===== config.mk =====
export PLATFORM = sky130hd
export DESIGN_NAME = log_record_field_splitter_top
export DESIGN_NICKNAME = d
export VERILOG_FILES = /design/src/hdl/lrfs_pkg.sv /design/src/hdl/log_record_field_splitter_top.sv
export SDC_FILE = /design/constraint.sdc
export NUM_CORES = 1
export LEC_CHECK = 0
export BUFFER_PORTS_ARGS = -buffer_cell sky130_fd_sc_hd__buf_4
export CAP_MARGIN = 20
export CORE_UTILIZATION = 63
export DETAILED_ROUTE_END_ITERATION = 12
export PLACE_DENSITY = 0.9
export SLEW_MARGIN = 10
export SYNTH_ARGS = -nofsm -noshare
export SYNTH_HDL_FRONTEND = slang
export SYNTH_SLANG_ARGS = --single-unit

===== constraint.sdc =====
create_clock -name clk -period 9.4 [get_ports clk]
set_input_delay 0.47 -clock clk [delete_from_list [all_inputs] [get_ports clk]]
set_output_delay 0.47 -clock clk [all_outputs]
set_load 0.005 [all_outputs]

===== src/hdl/lrfs_pkg.sv =====
// ----------------------------------------------------------------------------
// lrfs_pkg
// Types and constants shared by the log record field splitter.
// ----------------------------------------------------------------------------
package lrfs_pkg;

	localparam logic [7:0] CH_SPACE = 8'h20;
	localparam logic [7:0] CH_QUOTE = 8'h22;
	localparam logic [7:0] CH_OPEN  = 8'h5B;
	localparam logic [7:0] CH_CLOSE = 8'h5D;

	localparam logic KIND_BRACKET = 1'b0;
	localparam logic KIND_QUOTE   = 1'b1;

	localparam int          FIELD_W            = 6;
	localparam logic [5:0]  EXPECTED_RESET     = 6'd9;
	localparam logic [5:0]  FIELD_COUNT_MAX    = 6'd63;

	typedef enum logic [2:0] {
		ST_OK         = 3'd0,
		ST_TOO_MANY   = 3'd1,
		ST_WRONG_CNT  = 3'd2,
		ST_UNMATCHED  = 3'd3,
		ST_OVERFLOW   = 3'd4
	} status_t;

	typedef struct packed {
		logic [7:0] record_byte;
		logic       record_last;
	} in_item_t;

	typedef struct packed {
		logic [7:0]         echo_byte;
		logic [FIELD_W-1:0] field_number;
		logic               byte_in_field;
		logic               field_done;
		logic               record_done;
		status_t            status;
	} out_item_t;

endpackage


===== src/hdl/log_record_field_splitter_top.sv =====
// ----------------------------------------------------------------------------
// log_record_field_splitter_top
// Splits a log record, one byte per request, into space separated fields.
// ----------------------------------------------------------------------------
// Usage:
//   in channel  (in_valid/in_ready/in_data): one record byte per request, the
//     byte flagged record_last ends the record and is not field text.
//   out channel (out_valid/out_ready/out_data): exactly one result per byte,
//     in order, echoing the byte with its field index and flags.
//   cfg channel (cfg_valid/cfg_ready/cfg_data): expected field count, always
//     ready; write it only while the block is idle.
// An accepted request is held in the input register; the split logic then
// updates the record state and loads the result register from it.
// Throughput is one byte per cycle while the receiver takes results; the record
// state (nesting stack, field count, quote flags) is updated once per byte.
// A stalled receiver holds the result register; the input register still
// takes one more byte, then in_ready drops until the result is taken.
// Reset clears the record state and sets the expected count to 9; the stack
// contents are not cleared since only entries below the depth are read.
// ----------------------------------------------------------------------------
module log_record_field_splitter_top #(
	parameter int STACK_DEPTH = 8,
	parameter int MAX_FIELDS  = 32
) (
	input  logic                clk,
	input  logic                arst_n,

	input  logic                in_valid,
	output logic                in_ready,
	input  lrfs_pkg::in_item_t  in_data,

	output logic                out_valid,
	input  logic                out_ready,
	output lrfs_pkg::out_item_t out_data,

	input  logic                cfg_valid,
	output logic                cfg_ready,
	input  logic [5:0]          cfg_data
);

	localparam int DW = $clog2(STACK_DEPTH + 1);
	localparam int EW = lrfs_pkg::FIELD_W + 1;

	// input stage
	lrfs_pkg::in_item_t  in_s1;
	logic                in_valid_s1;

	// result stage
	lrfs_pkg::out_item_t res_s2;
	logic                res_valid_s2;

	// record state
	logic [STACK_DEPTH-1:0]       stack_q;
	logic [DW-1:0]                depth_q;
	logic [lrfs_pkg::FIELD_W-1:0] fields_q;
	logic                         prev_space_q;
	logic                         pend_q;
	logic                         disc_q;
	logic [5:0]                   expect_cfg_q;

	logic                         advance;

	logic [STACK_DEPTH-1:0]       stack_n;
	logic [DW-1:0]                depth_n;
	logic [lrfs_pkg::FIELD_W-1:0] fields_n;
	logic                         prev_space_n;
	logic                         pend_n;
	logic                         disc_n;
	lrfs_pkg::out_item_t          res_n;

	logic [7:0]                   b;
	logic                         last;
	logic [EW-1:0]                expect_w;
	lrfs_pkg::status_t            err;
	logic                         in_field;
	logic                         fdone;

	assign advance   = in_valid_s1 && (!res_valid_s2 || out_ready);
	assign in_ready  = !in_valid_s1 || advance;
	assign out_valid = res_valid_s2;
	assign out_data  = res_s2;
	assign cfg_ready = 1'b1;

	always_comb begin
		b            = in_s1.record_byte;
		last         = in_s1.record_last;
		expect_w     = (EW'(expect_cfg_q) < EW'(MAX_FIELDS)) ? EW'(expect_cfg_q)
		                                                     : EW'(MAX_FIELDS);
		err          = lrfs_pkg::ST_OK;
		in_field     = 1'b0;
		fdone        = 1'b0;
		stack_n      = stack_q;
		depth_n      = depth_q;
		fields_n     = fields_q;
		prev_space_n = prev_space_q;
		pend_n       = pend_q;
		disc_n       = disc_q;

		if (!disc_q) begin
			// a quote closes only when followed by a space
			if (pend_q) begin
				pend_n = 1'b0;
				if (b == lrfs_pkg::CH_SPACE) begin
					if (depth_q == '0) begin
						err = lrfs_pkg::ST_UNMATCHED;
					end else if (stack_q[0] == lrfs_pkg::KIND_QUOTE) begin
						depth_n = depth_q - DW'(1);
						stack_n = {stack_q[STACK_DEPTH-1], stack_q[STACK_DEPTH-1:1]};
					end
				end
			end
			if (err == lrfs_pkg::ST_OK && EW'(fields_q) > expect_w) begin
				err = lrfs_pkg::ST_TOO_MANY;
			end
			if (err == lrfs_pkg::ST_OK && last) begin
				if (EW'(fields_q) + EW'(1) != expect_w) begin
					err = lrfs_pkg::ST_WRONG_CNT;
				end else begin
					fdone = 1'b1;
				end
			end
			if (err == lrfs_pkg::ST_OK && !last) begin
				in_field = 1'b1;
				priority if (b == lrfs_pkg::CH_SPACE) begin
					if (depth_n == '0) begin
						in_field = 1'b0;
						fdone    = 1'b1;
						if (fields_q != lrfs_pkg::FIELD_COUNT_MAX) begin
							fields_n = fields_q + lrfs_pkg::FIELD_W'(1);
						end
					end
				end else if (b == lrfs_pkg::CH_QUOTE) begin
					if (prev_space_q) begin
						if (depth_n >= DW'(STACK_DEPTH)) begin
							err = lrfs_pkg::ST_OVERFLOW;
						end else begin
							stack_n = {stack_n[STACK_DEPTH-2:0], lrfs_pkg::KIND_QUOTE};
							depth_n = depth_n + DW'(1);
						end
					end else begin
						pend_n = 1'b1;
					end
				end else if (b == lrfs_pkg::CH_OPEN) begin
					if (depth_n >= DW'(STACK_DEPTH)) begin
						err = lrfs_pkg::ST_OVERFLOW;
					end else begin
						stack_n = {stack_n[STACK_DEPTH-2:0], lrfs_pkg::KIND_BRACKET};
						depth_n = depth_n + DW'(1);
					end
				end else if (b == lrfs_pkg::CH_CLOSE) begin
					if (depth_n == '0) begin
						err = lrfs_pkg::ST_UNMATCHED;
					end else if (stack_n[0] == lrfs_pkg::KIND_BRACKET) begin
						depth_n = depth_n - DW'(1);
						stack_n = {stack_n[STACK_DEPTH-1], stack_n[STACK_DEPTH-1:1]};
					end
				end else begin
					in_field = 1'b1;
				end
				prev_space_n = (b == lrfs_pkg::CH_SPACE);
			end
			if (err != lrfs_pkg::ST_OK) begin
				in_field = 1'b0;
				fdone    = 1'b0;
				disc_n   = 1'b1;
			end
		end

		if (last) begin
			depth_n      = '0;
			fields_n     = '0;
			prev_space_n = 1'b0;
			pend_n       = 1'b0;
			disc_n       = 1'b0;
		end

		res_n.echo_byte     = b;
		res_n.field_number  = fields_q;
		res_n.byte_in_field = in_field;
		res_n.field_done    = fdone;
		res_n.record_done   = last;
		res_n.status        = err;
	end

	always_ff @(posedge clk or negedge arst_n) begin
		if (!arst_n) begin
			in_valid_s1  <= 1'b0;
			res_valid_s2 <= 1'b0;
			depth_q      <= '0;
			fields_q     <= '0;
			prev_space_q <= 1'b0;
			pend_q       <= 1'b0;
			disc_q       <= 1'b0;
			expect_cfg_q <= lrfs_pkg::EXPECTED_RESET;
		end else begin
			if (in_ready) begin
				in_valid_s1 <= in_valid;
			end
			if (advance) begin
				res_valid_s2 <= 1'b1;
				depth_q      <= depth_n;
				fields_q     <= fields_n;
				prev_space_q <= prev_space_n;
				pend_q       <= pend_n;
				disc_q       <= disc_n;
			end else if (out_ready) begin
				res_valid_s2 <= 1'b0;
			end
			if (cfg_valid) begin
				expect_cfg_q <= cfg_data;
			end
		end
	end

	// payload and stack contents need no reset
	always_ff @(posedge clk) begin
		if (in_ready && in_valid) begin
			in_s1 <= in_data;
		end
		if (advance) begin
			res_s2  <= res_n;
			stack_q <= stack_n;
		end
	end

endmodule


* After elaboration in Yosys (flattened, before gate mapping) *
Index checks and enable logic that the tools add are counted.

storage, ports and cells
  word-level logic and storage cells = 138
  latch bits = 0
  memories = 0
  bits in registers = 58
  bits in read-only memories = 0
  memory bits (writable) = 0

operators by class
  bitwise gates (word level) = 2
  shift-type cells = 0
  add/subtract/negate cells = 5
  eq/ne operators = 7
  divide/modulo/power cells = 0
  multiplexer cells = 77
  reductions and logical operators = 27
  multipliers = 0
  $lt $le $gt $ge = 3

operators with widths
  operator                                                                count
  4-bit 2-to-1 mux                                                        16
  8-bit 2-to-1 mux                                                        8
  7-bit 2-to-1 mux                                                        7
  3-bit 2-to-1 mux                                                        15
  6-bit 2-to-1 mux                                                        7
  1-bit 2-to-1 mux                                                        21
  8-bit by 6-bit equality test with 1-bit output (second input constant)  2
  8-bit by 7-bit equality test with 1-bit output (second input constant)  2
  2-bit nonzero test                                                      5
  3-bit logical NOT                                                       3
  4-bit logical NOT                                                       2
  4-bit by 1-bit subtractor with 4-bit output (second input constant)     2
  6-bit by 1-bit adder with 7-bit output (second input constant)          1
  7-bit by 6-bit inequality test with 1-bit output                        1
  6-bit by 1-bit adder with 6-bit output (second input constant)          1
  6-bit > comparator                                                      1
  6-bit less-than comparator (second input constant)                      1
  2-bit 2-to-1 mux                                                        3
  6-bit inequality test (second input constant)                           1
  6-bit AND reduction                                                     1
  1-bit logical AND                                                       5
  4-bit by 1-bit adder with 4-bit output (second input constant)          1
  4-bit >= comparator (second input constant)                             1
  2-bit AND reduction                                                     2
  8 further kinds                                                         12

* Logic depth before layout (Yosys ltp) *
Gate-level depths: netlist (run 1).

  word-level depth = 24
  gate-level depth with buffers = 15
  mapped depth without buffers = 14

* Least setup slack after synthesis (run 1) *
OpenSTA, ideal clock, no wires.

  path type = register to register
  from = reg depth_q[0]
  to = reg stack_q[1] (data pin)
  stages on the path, launching flop included = 16
  required time = 9.139 ns
  path buffers = 1
  setup time = 0.261 ns
  slack = 5.988 ns
  clock period less this slack = 3.412 ns
  arrival time = 3.151 ns
  path through = dfrtp_1 inv_1 ha_1 or3b_1 nand4_1 buf_2 xnor2_1 inv_1 ha_1 inv_1 nor3_1 a21boi_0 a21oi_1 o21ai_0 a21oi_1 a221o_1

between the ends
  word-level cells in the longest chain between the ends = 16
  elaborated cells on any way between the ends = 38
  those cells by class = add/sub (1); order compare (1); mux (28); reduce/logical (8)

ends and longest elaborated chain
  what                                                                                                  RTL line                              source
  from (decl)                                                                                           log_record_field_splitter_top.sv:54   logic [DW-1:0] depth_q;
  from (signal assigned)                                                                                log_record_field_splitter_top.sv:201  depth_q <= depth_n;
  parallel branches: the longest is 15 deep, another holds 4-bit by 1-bit subtractor with 4-bit output  n/a
  8-bit 2-to-1 mux *                                                                                    log_record_field_splitter_top.sv:122  if (err == lrfs_pkg::ST_OK && !last) begin
  to (signal assigned)                                                                                  log_record_field_splitter_top.sv:222  stack_q <= stack_n;
  to (decl)                                                                                             log_record_field_splitter_top.sv:53   logic [STACK_DEPTH-1:0] stack_q;

Every way passes the cells marked *. The select of a mux whose other input is x is not followed.
A chain may end at the register's enable or synchronous reset.

* Final worst setup path (run 1) *
Ends and elaborated chain as after synthesis.

==> impl_metrics.env, run 1 <==
export IMPL_status="finished clean"
export IMPL_hold_buffers=0
export IMPL_finalSetupViolCount=0
export IMPL_clockBufferDepth=2
export IMPL_worstSetupPathType="reg2reg"
export IMPL_drtPass1Iterations=7
export IMPL_core_rowCount=26
export IMPL_hp_class="in2async"
export IMPL_yosys_warnings=0
export IMPL_fp_coreArea_um2=5170
export IMPL_slew_violations=0
export IMPL_dp_final_hpwl_um=5600
export IMPL_detailroute_via_count=2915
export IMPL_max_freq_ghz=0.235
export IMPL_cp_required_ns=9.49
export IMPL_io_pins=43
export IMPL_finalNetCount=403
export IMPL_cp_start_kind="flip-flop"
export IMPL_cts_resized=0
export IMPL_async_flop_share_pct=36.2
export IMPL_clk_pin_slew_ns=0.07
export IMPL_ys_ff_latch=58
export IMPL_yosysTopAreaCell="edfxtp_1"
export IMPL_final_util_pct=76.4
export IMPL_via_per_inst=6.52
export IMPL_post_cts_buffers=0
export IMPL_cts_tree="done"
export IMPL_yosysTopAreaCellShare_pct=32.6
export IMPL_tns_ns=0
export IMPL_ys_top_cells_by_area="edfxtp_1 (33%), dfrtp_1 (14%), ha_1 (4.0%)"
export IMPL_postRouteAntennaNets=0
export IMPL_synth_edf_count=37
export IMPL_drt_iter0_drc=309
export IMPL_clock_sinks=58
export IMPL_wl_per_cell_um=17.5
export IMPL_antenna_found_initial=0
export IMPL_syn2layout_area_growth_pct=15.8
export IMPL_avgSynthCellArea_um2=10.2
export IMPL_overflow=0
export IMPL_numCtsBuffers=9
export IMPL_syn_cell_area_um2=3410
export IMPL_port_buffers=41
export IMPL_grt_usage_pct=30.0
export IMPL_die_area_um2=5710
export IMPL_drc=0
export IMPL_grt_max_degree=22
export IMPL_fin_area_um2=3950
export IMPL_dp_slack_ns=5.24
export IMPL_tightest_slew_ns=0.933
export IMPL_slew_headroom_pct=36.0
export IMPL_gp_congestion=0.953
export IMPL_synth_nets=365
export IMPL_crit_path_end_kind="flip-flop"
export IMPL_irDropWorstVdd_v=0.000112
export IMPL_max_cap_viol_count=0
export IMPL_die_y_um=75.6
export IMPL_grt_pass1_wl_um=12400
export IMPL_die_w_um=75.6
export IMPL_placed_cell_area_um2=3740
export IMPL_clk_latency_ns=0.35
export IMPL_n_antenna_cell=0
export IMPL_root_buffer="clkbuf_8"
export IMPL_synthCells=334
export IMPL_arrival_ns=4.34
export IMPL_setup_ws_ns=5.15
export IMPL_cellLeakagePower_nw=1.60
export IMPL_yosysSeqAreaShare_pct=48.0
export IMPL_wirelength_um=7830
export IMPL_period_minus_slack_ns=4.25
export IMPL_p_per_area_nw_per_um2=160
export IMPL_rsz0062_at_grt="false"
export IMPL_synth_flop_cell="edfxtp_1"
export IMPL_hold_viol_final=0
export IMPL_finalClockSkew_ns=0.00815
export IMPL_worst_path_max_fanout=16
export IMPL_initial_core_util_pct=66.0
export IMPL_period_share_pct=45.2
export IMPL_synth_cell_types=65
export IMPL_h_tree_depth=3
export IMPL_grt_pass1_vias=2661
export IMPL_drive_gt1_share_pct=20.2
==> final timing paths <==
kind / startpoint / endpoint / slack (ns) / cells past startpoint
max: depth_q[0] / stack_q[1] / 5.15 / 14
min: arst_n / expect_cfg_q[5] / 0.005 / 1
max reg2reg: depth_q[0] / stack_q[1] / 5.15 / 14
min reg2reg: in_valid_s1 / out_valid / 0.50 / 1
max in group asynchronous: arst_n / expect_cfg_q[3] / 9.12 / 1
min in group clk: in_data[1] / b[0] / 0.30 / 1
==> state kept, by name (all words and copies together), names as in the netlist <==
| signal | cells |
|---|---|
| b | 8 |
| depth_q | 4 |
| disc_q | 1 |
| expect_cfg_q | 6 |
| fields_q | 6 |
| in_valid_s1 | 1 |
| last | 1 |
| out_data | 20 |
| out_valid | 1 |
| pend_q | 1 |
| prev_space_q | 1 |
| stack_q | 8 |
==> metrics by stage <==
stage          hold WS (ns)  cells  power [mW]
2_1_floorplan         0.174    334       0.355
3_3_place_gp          0.370    431       0.383
3_5_place_dp          0.378    431       0.387
4_1_cts             0.00560    447       0.634
5_1_grt              0.0107    447       0.657
6_report            0.00540    447       0.633
==> cells by family (layout without fill, tap and decap cells) <==
logic type	Yosys count	count (layout)	share of synthesized area, %
buf+inv	28	71	3.48
other cells	1	1	0.110
compound gates	84	84	16.9
mux	17	17	5.24
flops	58	58	48.0
xor+xnor	5	5	1.28
fa+ha+maj	11	11	4.03
simple gates	130	130	20.9
==> cells in the final DEF (no fill, tap or decap), types with 14 or more instances in the layout <==
cell type / synthesis / routed
a21oi_1: 21 / 21
buf_4: 2 / 41
dfrtp_1: 19 / 19
edfxtp_1: 37 / 37
inv_1: 14 / 14
nand2_1: 28 / 28
nor2_1: 25 / 25
nor3_1: 14 / 14
==> synthesized netlist by cell type, types with 4 or more instances <==
master    number
nand2_1       28
mux2_2         7
clkbuf_1       7
or3_1          4
nor2_1        25
nand3_1        9
buf_2          5
a21oi_1       21
and2_1         6
inv_1         14
mux2i_1       10
nand4_1        7
o21ai_0       11
dfrtp_1       19
a211oi_1       5
nand2b_1      11
ha_1          11
nor2b_1        4
nor3_1        14
a31oi_1        7
edfxtp_1      37
nor4_1         5
==> power breakdown <==
group | switching [mW] | leakage, nW | internal [mW]
logic | 0.0444 | 0.879 | 0.0344
registers | 0.0133 | 0.617 | 0.291
clock network | 0.101 | 0.106 | 0.148
total | 0.159 | 1.60 | 0.474
==> metal layers <==
metal	GRT usage, %	part of all wire (%)
met5	0	0
met1	39.1	42
met2	46.8	48
met3	9.66	7.8
met4	11.5	2.0
==> worst max-delay path, cell delays in order, from the launching register on <==
cell,delay [ns]
dfrtp_1,0.46
inv_1,0.11
ha_1,0.27
or3b_1,0.22
nand4_1,0.67
xnor2_1,0.50
inv_1,0.11
ha_1,0.22
inv_1,0.14
nor3_1,0.08
a21boi_0,0.59
a21oi_1,0.13
o21ai_0,0.12
a21oi_1,0.09
a221o_1,0.28
==> layout make-up <==
class                   instances  area (um^2)
clock buffers                  10          128
clock inverters                 6         82.6
fillers                       348         1220
inverters                      14         52.6
multi-input cells             248         1650
flip-flops and latches         58         1640
well taps                      70         87.6
repair buffers                 41          308
Power figures use the tool's default switching activity.
==> run 2: changes to the inputs <==
Settings changed: CORE_UTILIZATION 63 to 52, PLACE_DENSITY 0.9 to 0.8.
Clock period 9.4 ns to 3.7 ns, I/O delays scaled along.
==> impl_metrics.env, run 2 (synthesis results as in run 1) <==
export IMPL_irDropWorstVdd_v=0.000308
export IMPL_largest_reg_flops=20
export IMPL_antenna_found_initial=0
export IMPL_grt_usage_pct=23.7
export IMPL_core_rowCount=29
export IMPL_fin_cells=464
export IMPL_hp_class="in2reg"
export IMPL_hold_viol_final=0
export IMPL_die_y_um=83.0
export IMPL_final_common_cell="buf_4"
export IMPL_tightest_slew_ns=0.754
export IMPL_root_buffer="clkbuf_8"
export IMPL_clk_pin_slew_ns=0.07
export IMPL_reg2reg_to="stack_q[1]"
export IMPL_tns_ns=0
export IMPL_worstSetupPathType="reg2reg"
export IMPL_finalClockSkew_ns=0.0104
export IMPL_crit_start="b[2]"
export IMPL_cp_required_ns=3.80
export IMPL_reg2reg_from="b[2]"
export IMPL_rrSetupSlack_ns=0.28
export IMPL_via_per_inst=6.18
export IMPL_h_tree_depth=3
export IMPL_wirelength_um=7920
export IMPL_clock_sinks=58
export IMPL_max_freq_ghz=0.292
export IMPL_detailroute_via_count=2868
export IMPL_syn2layout_area_growth_pct=18.3
export IMPL_max_cap_viol_count=0
export IMPL_rsz0062_at_grt="false"
export IMPL_overflow=0
export IMPL_period_share_pct=92.4
export IMPL_endpoint="stack_q[1]"
export IMPL_clk_latency_ns=0.35
export IMPL_period_minus_slack_ns=3.42
export IMPL_dp_cells=447
export IMPL_p_per_area_nw_per_um2=399
export IMPL_port_buffers=41
export IMPL_initial_core_util_pct=53.7
export IMPL_total_power_mw=1.61
export IMPL_drtPass1Iterations=5
export IMPL_n_antenna_cell=0
export IMPL_grt_max_degree=22
export IMPL_numCtsBuffers=9
export IMPL_drive_gt1_share_pct=21.7
export IMPL_finalNetCount=413
export IMPL_placed_cell_area_um2=3820
export IMPL_fin_area_um2=4040
export IMPL_cp_start_kind="flip-flop"
export IMPL_grt_pass1_vias=2647
export IMPL_worst_path_max_fanout=9
export IMPL_cellLeakagePower_nw=1.65
export IMPL_r2r_cells=13
export IMPL_clockBufferDepth=2
export IMPL_die_area_um2=6890
export IMPL_die_w_um=83.0
export IMPL_drt_iter0_drc=277
export IMPL_slew_headroom_pct=49.7
export IMPL_postRouteAntennaNets=0
export IMPL_slew_violations=0
export IMPL_setup_ws_ns=0.280
export IMPL_crit_path_end_kind="flip-flop"
export IMPL_finalHoldWorstSlack_ns=0.0163
export IMPL_gp_congestion=1.00
export IMPL_final_util_pct=63.6
export IMPL_layout_common_cells="buf_4 (50), edfxtp_1 (37), nand2_1 (28)"
export IMPL_io_pins=43
export IMPL_dp_slack_ns=0.394
export IMPL_dp_final_hpwl_um=5680
export IMPL_status="finished clean"
export IMPL_drc=0
export IMPL_cts_tree="done"
export IMPL_finalSetupViolCount=0
export IMPL_grt_pass1_wl_um=12800
export IMPL_cts_resized=0
export IMPL_wl_per_cell_um=17.1
export IMPL_arrival_ns=3.52
export IMPL_fp_coreArea_um2=6350
[run 2: layer usage]
layer | wire length, um | up-vias | track usage [%] | share of wire (%)
li1 | - | 1370 | - | -
met1 | 3660 | 1382 | 32.8 | 46
met2 | 3610 | 104 | 36.4 | 46
met3 | 525 | 12 | 4.47 | 6.6
met4 | 124 | 0 | 10.3 | 1.6
met5 | 0 | - | 0 | 0
[run 2: how the worst min path moves through the flow]
| stage | start | end | slack, ns | depth (start not counted) |
|---|---|---|---|---|
| 3_5_place_dp | arst_n | expect_cfg_q[4] | 0.1 | 1 |
| 6_report | in_data[7] | b[6] | 0.02 | 1 |
| 3_3_place_gp | arst_n | out_valid | 0.1 | 1 |
| 5_1_grt | in_data[1] | b[0] | 0.009 | 1 |
| 4_1_cts | in_data[8] | b[7] | 0.009 | 1 |
| 2_1_floorplan | arst_n | depth_q[0] | -0.11 | 0 |
[run 2: repair_timing]
item,CTS,global route
hold endpoints to repair,21,0
hold buffers,1,0
setup buffers,0,0
[run 2: cell type report]
cell class | instances | area [um^2]
Tap cell | 77 | 96.3
Fill cell | 505 | 2310
Timing Repair Buffer | 51 | 385
Multi-Input combinational cell | 248 | 1650
Clock inverter | 6 | 81.3
Inverter | 14 | 52.6
Sequential cell | 58 | 1640
Clock buffer | 10 | 128
[run 2: critical path, stage by stage (launching register included)]
cell	delay (ns)
edfxtp_1	0.53
nor4bb_1	0.50
nand4_1	0.38
xnor2_1	0.33
inv_1	0.10
ha_1	0.22
inv_1	0.14
nor3_1	0.08
a21boi_0	0.19
buf_4	0.18
a21oi_1	0.07
o21ai_0	0.11
a21oi_1	0.09
a221o_1	0.27
[run 2: where the power goes]
group	switching, mW	leakage [nW]	internal (mW)
Clock	0.259	0.104	0.374
Sequential	0.0315	0.617	0.740
Combinational	0.114	0.927	0.0920
==> run 3: changes to the inputs <==
Settings changed: ABC_AREA set to 1, CORE_UTILIZATION 52 to 53.
==> impl_metrics.env, run 3 <==
export IMPL_status="finished clean"
export IMPL_period_share_pct=79.4
export IMPL_async_flop_share_pct=36.2
export IMPL_die_y_um=86.1
export IMPL_h_tree_depth=3
export IMPL_synth_nets=484
export IMPL_n_antenna_cell=0
export IMPL_critPathSlowestCell="dfrtp_1"
export IMPL_tns_ns=0
export IMPL_dp_final_hpwl_um=6160
export IMPL_port_buffers=41
export IMPL_syn_cell_area_um2=3750
export IMPL_layout_common_cells="nand2_1 (117), inv_1 (59), buf_4 (42)"
export IMPL_synth_flop_cell="edfxtp_1"
export IMPL_rsz0062_at_grt="false"
export IMPL_finalNetCount=535
export IMPL_postRouteAntennaNets=0
export IMPL_io_pins=43
export IMPL_grt_usage_pct=24.3
export IMPL_synthCells=453
export IMPL_yosysTopAreaCell="edfxtp_1"
export IMPL_total_power_mw=2.05
export IMPL_gp_congestion=0.957
export IMPL_arrival_ns=3.18
export IMPL_crit_family="simple AND/OR/NAND/NOR gates"
export IMPL_largest_reg_flops=20
export IMPL_clock_sinks=58
export IMPL_n_fill_cell=580
export IMPL_finalSetupViolCount=0
export IMPL_wl_per_cell_um=13.8
export IMPL_slowest_delay_ns=0.42
export IMPL_whs_path_depth=1
export IMPL_numCtsBuffers=9
export IMPL_rrSetupSlack_ns=0.76
export IMPL_drt_iter0_drc=327
export IMPL_hold_viol_final=0
export IMPL_yosys_warnings=0
export IMPL_yosysTopAreaCellShare_pct=29.6
export IMPL_hold_buffers=3
export IMPL_cellLeakagePower_nw=2.09
export IMPL_worst_path_max_fanout=14
export IMPL_slew_headroom_pct=45.4
export IMPL_reg2reg_from="depth_q[0]"
export IMPL_root_buffer="clkbuf_8"
export IMPL_yosysSeqAreaShare_pct=43.7
export IMPL_synthTopCellsByCount="nand2_1 (117), inv_1 (59), edfxtp_1 (37), nand3_1 (31), nor2_1 (28)"
export IMPL_drtPass1Iterations=7
export IMPL_yosysMostFrequentCell="nand2_1"
export IMPL_drive_gt1_share_pct=23.2
export IMPL_cp_required_ns=3.94
export IMPL_avgSynthCellArea_um2=8.28
export IMPL_drc=0
export IMPL_ys_top_cells_by_area="edfxtp_1 (30%), dfrtp_1 (13%), nand2_1 (12%)"
export IMPL_synth_cell_types=46
export IMPL_reg2reg_to="depth_q[1]"
export IMPL_via_per_inst=5.43
export IMPL_path_common_cell="nand2_1"
export IMPL_hp_start="in_data[7]"
export IMPL_worstSetupPathType="reg2reg"
export IMPL_irDropWorstVdd_v=0.000305
export IMPL_fp_coreArea_um2=6830
export IMPL_p_per_area_nw_per_um2=466
export IMPL_period_minus_slack_ns=2.94
export IMPL_finalClockSkew_ns=0.0115
export IMPL_overflow=0
export IMPL_cp_cell_sequence="inv_1, ha_1, nand3_2, inv_1, nor2_1, nand2_4, xor2_1, ha_1, nand3_4, nand2_4, nand2_1, nand3_1, nand2_1, nand2_1, nand2_1, nand2_1, nand2_1"
export IMPL_holdPathEnd="b[6]"
export IMPL_crit_path_end_kind="flip-flop"
export IMPL_detailroute_via_count=3288
export IMPL_r2r_cells=17
export IMPL_grt_max_degree=23
export IMPL_wirelength_um=8350
export IMPL_initial_core_util_pct=54.9
export IMPL_synth_edf_count=37
export IMPL_die_area_um2=7420
export IMPL_cp_start_kind="flip-flop"
export IMPL_clk_latency_ns=0.34
export IMPL_ys_ff_latch=58
export IMPL_slew_violations=0
export IMPL_syn2layout_area_growth_pct=17.2
export IMPL_hp_class="in2reg"
export IMPL_cts_tree="done"
export IMPL_grt_pass1_wl_um=13900
export IMPL_tightest_slew_ns=0.818
export IMPL_clockBufferDepth=2
export IMPL_final_common_cell="nand2_1"
export IMPL_max_cap_viol_count=0
export IMPL_core_rowCount=30
export IMPL_antenna_found_initial=0
export IMPL_post_cts_buffers=0
export IMPL_worst_path_buf_inv=2
export IMPL_grt_pass1_vias=3038
export IMPL_clk_pin_slew_ns=0.08
export IMPL_cts_resized=0
export IMPL_die_w_um=86.1
export IMPL_max_freq_ghz=0.340
## run 3: worst max path at each step
stage | slack (ns) | end | depth (start not counted) | startpoint
global placement | 0.82 | depth_q[1] | 17 | depth_q[0]
global route | 0.45 | fields_q[3] | 14 | depth_q[0]
detailed placement | 0.80 | depth_q[1] | 17 | depth_q[0]
floorplan | 1.29 | stack_q[6] | 15 | depth_q[0]
CTS | 0.78 | depth_q[1] | 17 | depth_q[0]
finish | 0.76 | depth_q[1] | 17 | depth_q[0]
## run 3: through the flow
step                worst slack (ns)  utilization (%)  hold slack, ns  instance area, um^2  instances
finish                         0.761             64.3          0.0144                 4400        605
global route                   0.447             64.3        0.000676                 4400        605
CTS                            0.778             64.0        0.000235                 4380        603
detailed placement             0.800             60.3          0.0855                 4120        584
global placement               0.817             60.3          0.0862                 4120        584
floorplan                       1.29                -          -0.111                 3750        453
## run 3: kinds of logic (layout without fill, tap and decap cells)
kind of cell / Yosys count / in the layout / synth area share [%]
AO/OA/AOI/OAI: 83 / 83 / 13.8
XOR/XNOR: 2 / 2 / 0.467
adder cells (fa/ha/maj): 11 / 11 / 3.67
buffers and inverters: 79 / 135 / 8.94
flip-flops: 58 / 58 / 43.7
multiplexers: 2 / 2 / 0.601
other: 1 / 1 / 0.100
AND/OR/NAND/NOR: 217 / 217 / 28.7
## run 3: area by class of cell
| cell class | instances | area (um^2) | area share (%) |
|---|---|---|---|
| inverter | 72 | 270 | 6.15 |
| multi-input combinational | 316 | 1780 | 40.4 |
| clock inverter | 7 | 101 | 2.31 |
| timing repair buffer | 47 | 365 | 8.31 |
| sequential | 58 | 1640 | 37.3 |
| tap | 96 | 120 | 2.73 |
| clock buffer | 9 | 124 | 2.82 |
## run 3: per-layer routing
layer  wire [um]  track usage, %  share of wire, %  up-vias
met5           0               0                 0        -
li1            -               -                 -     1614
met1        3570            32.2                43     1532
met3         534            5.10               6.4       13
met2        4120            39.0                49      129
met4         133            9.85               1.6        0
## run 3: power breakdown
| part | internal (mW) | switching, mW |
|---|---|---|
| clock | 0.384 | 0.285 |
| combinational | 0.194 | 0.337 |
| sequential | 0.791 | 0.0576 |
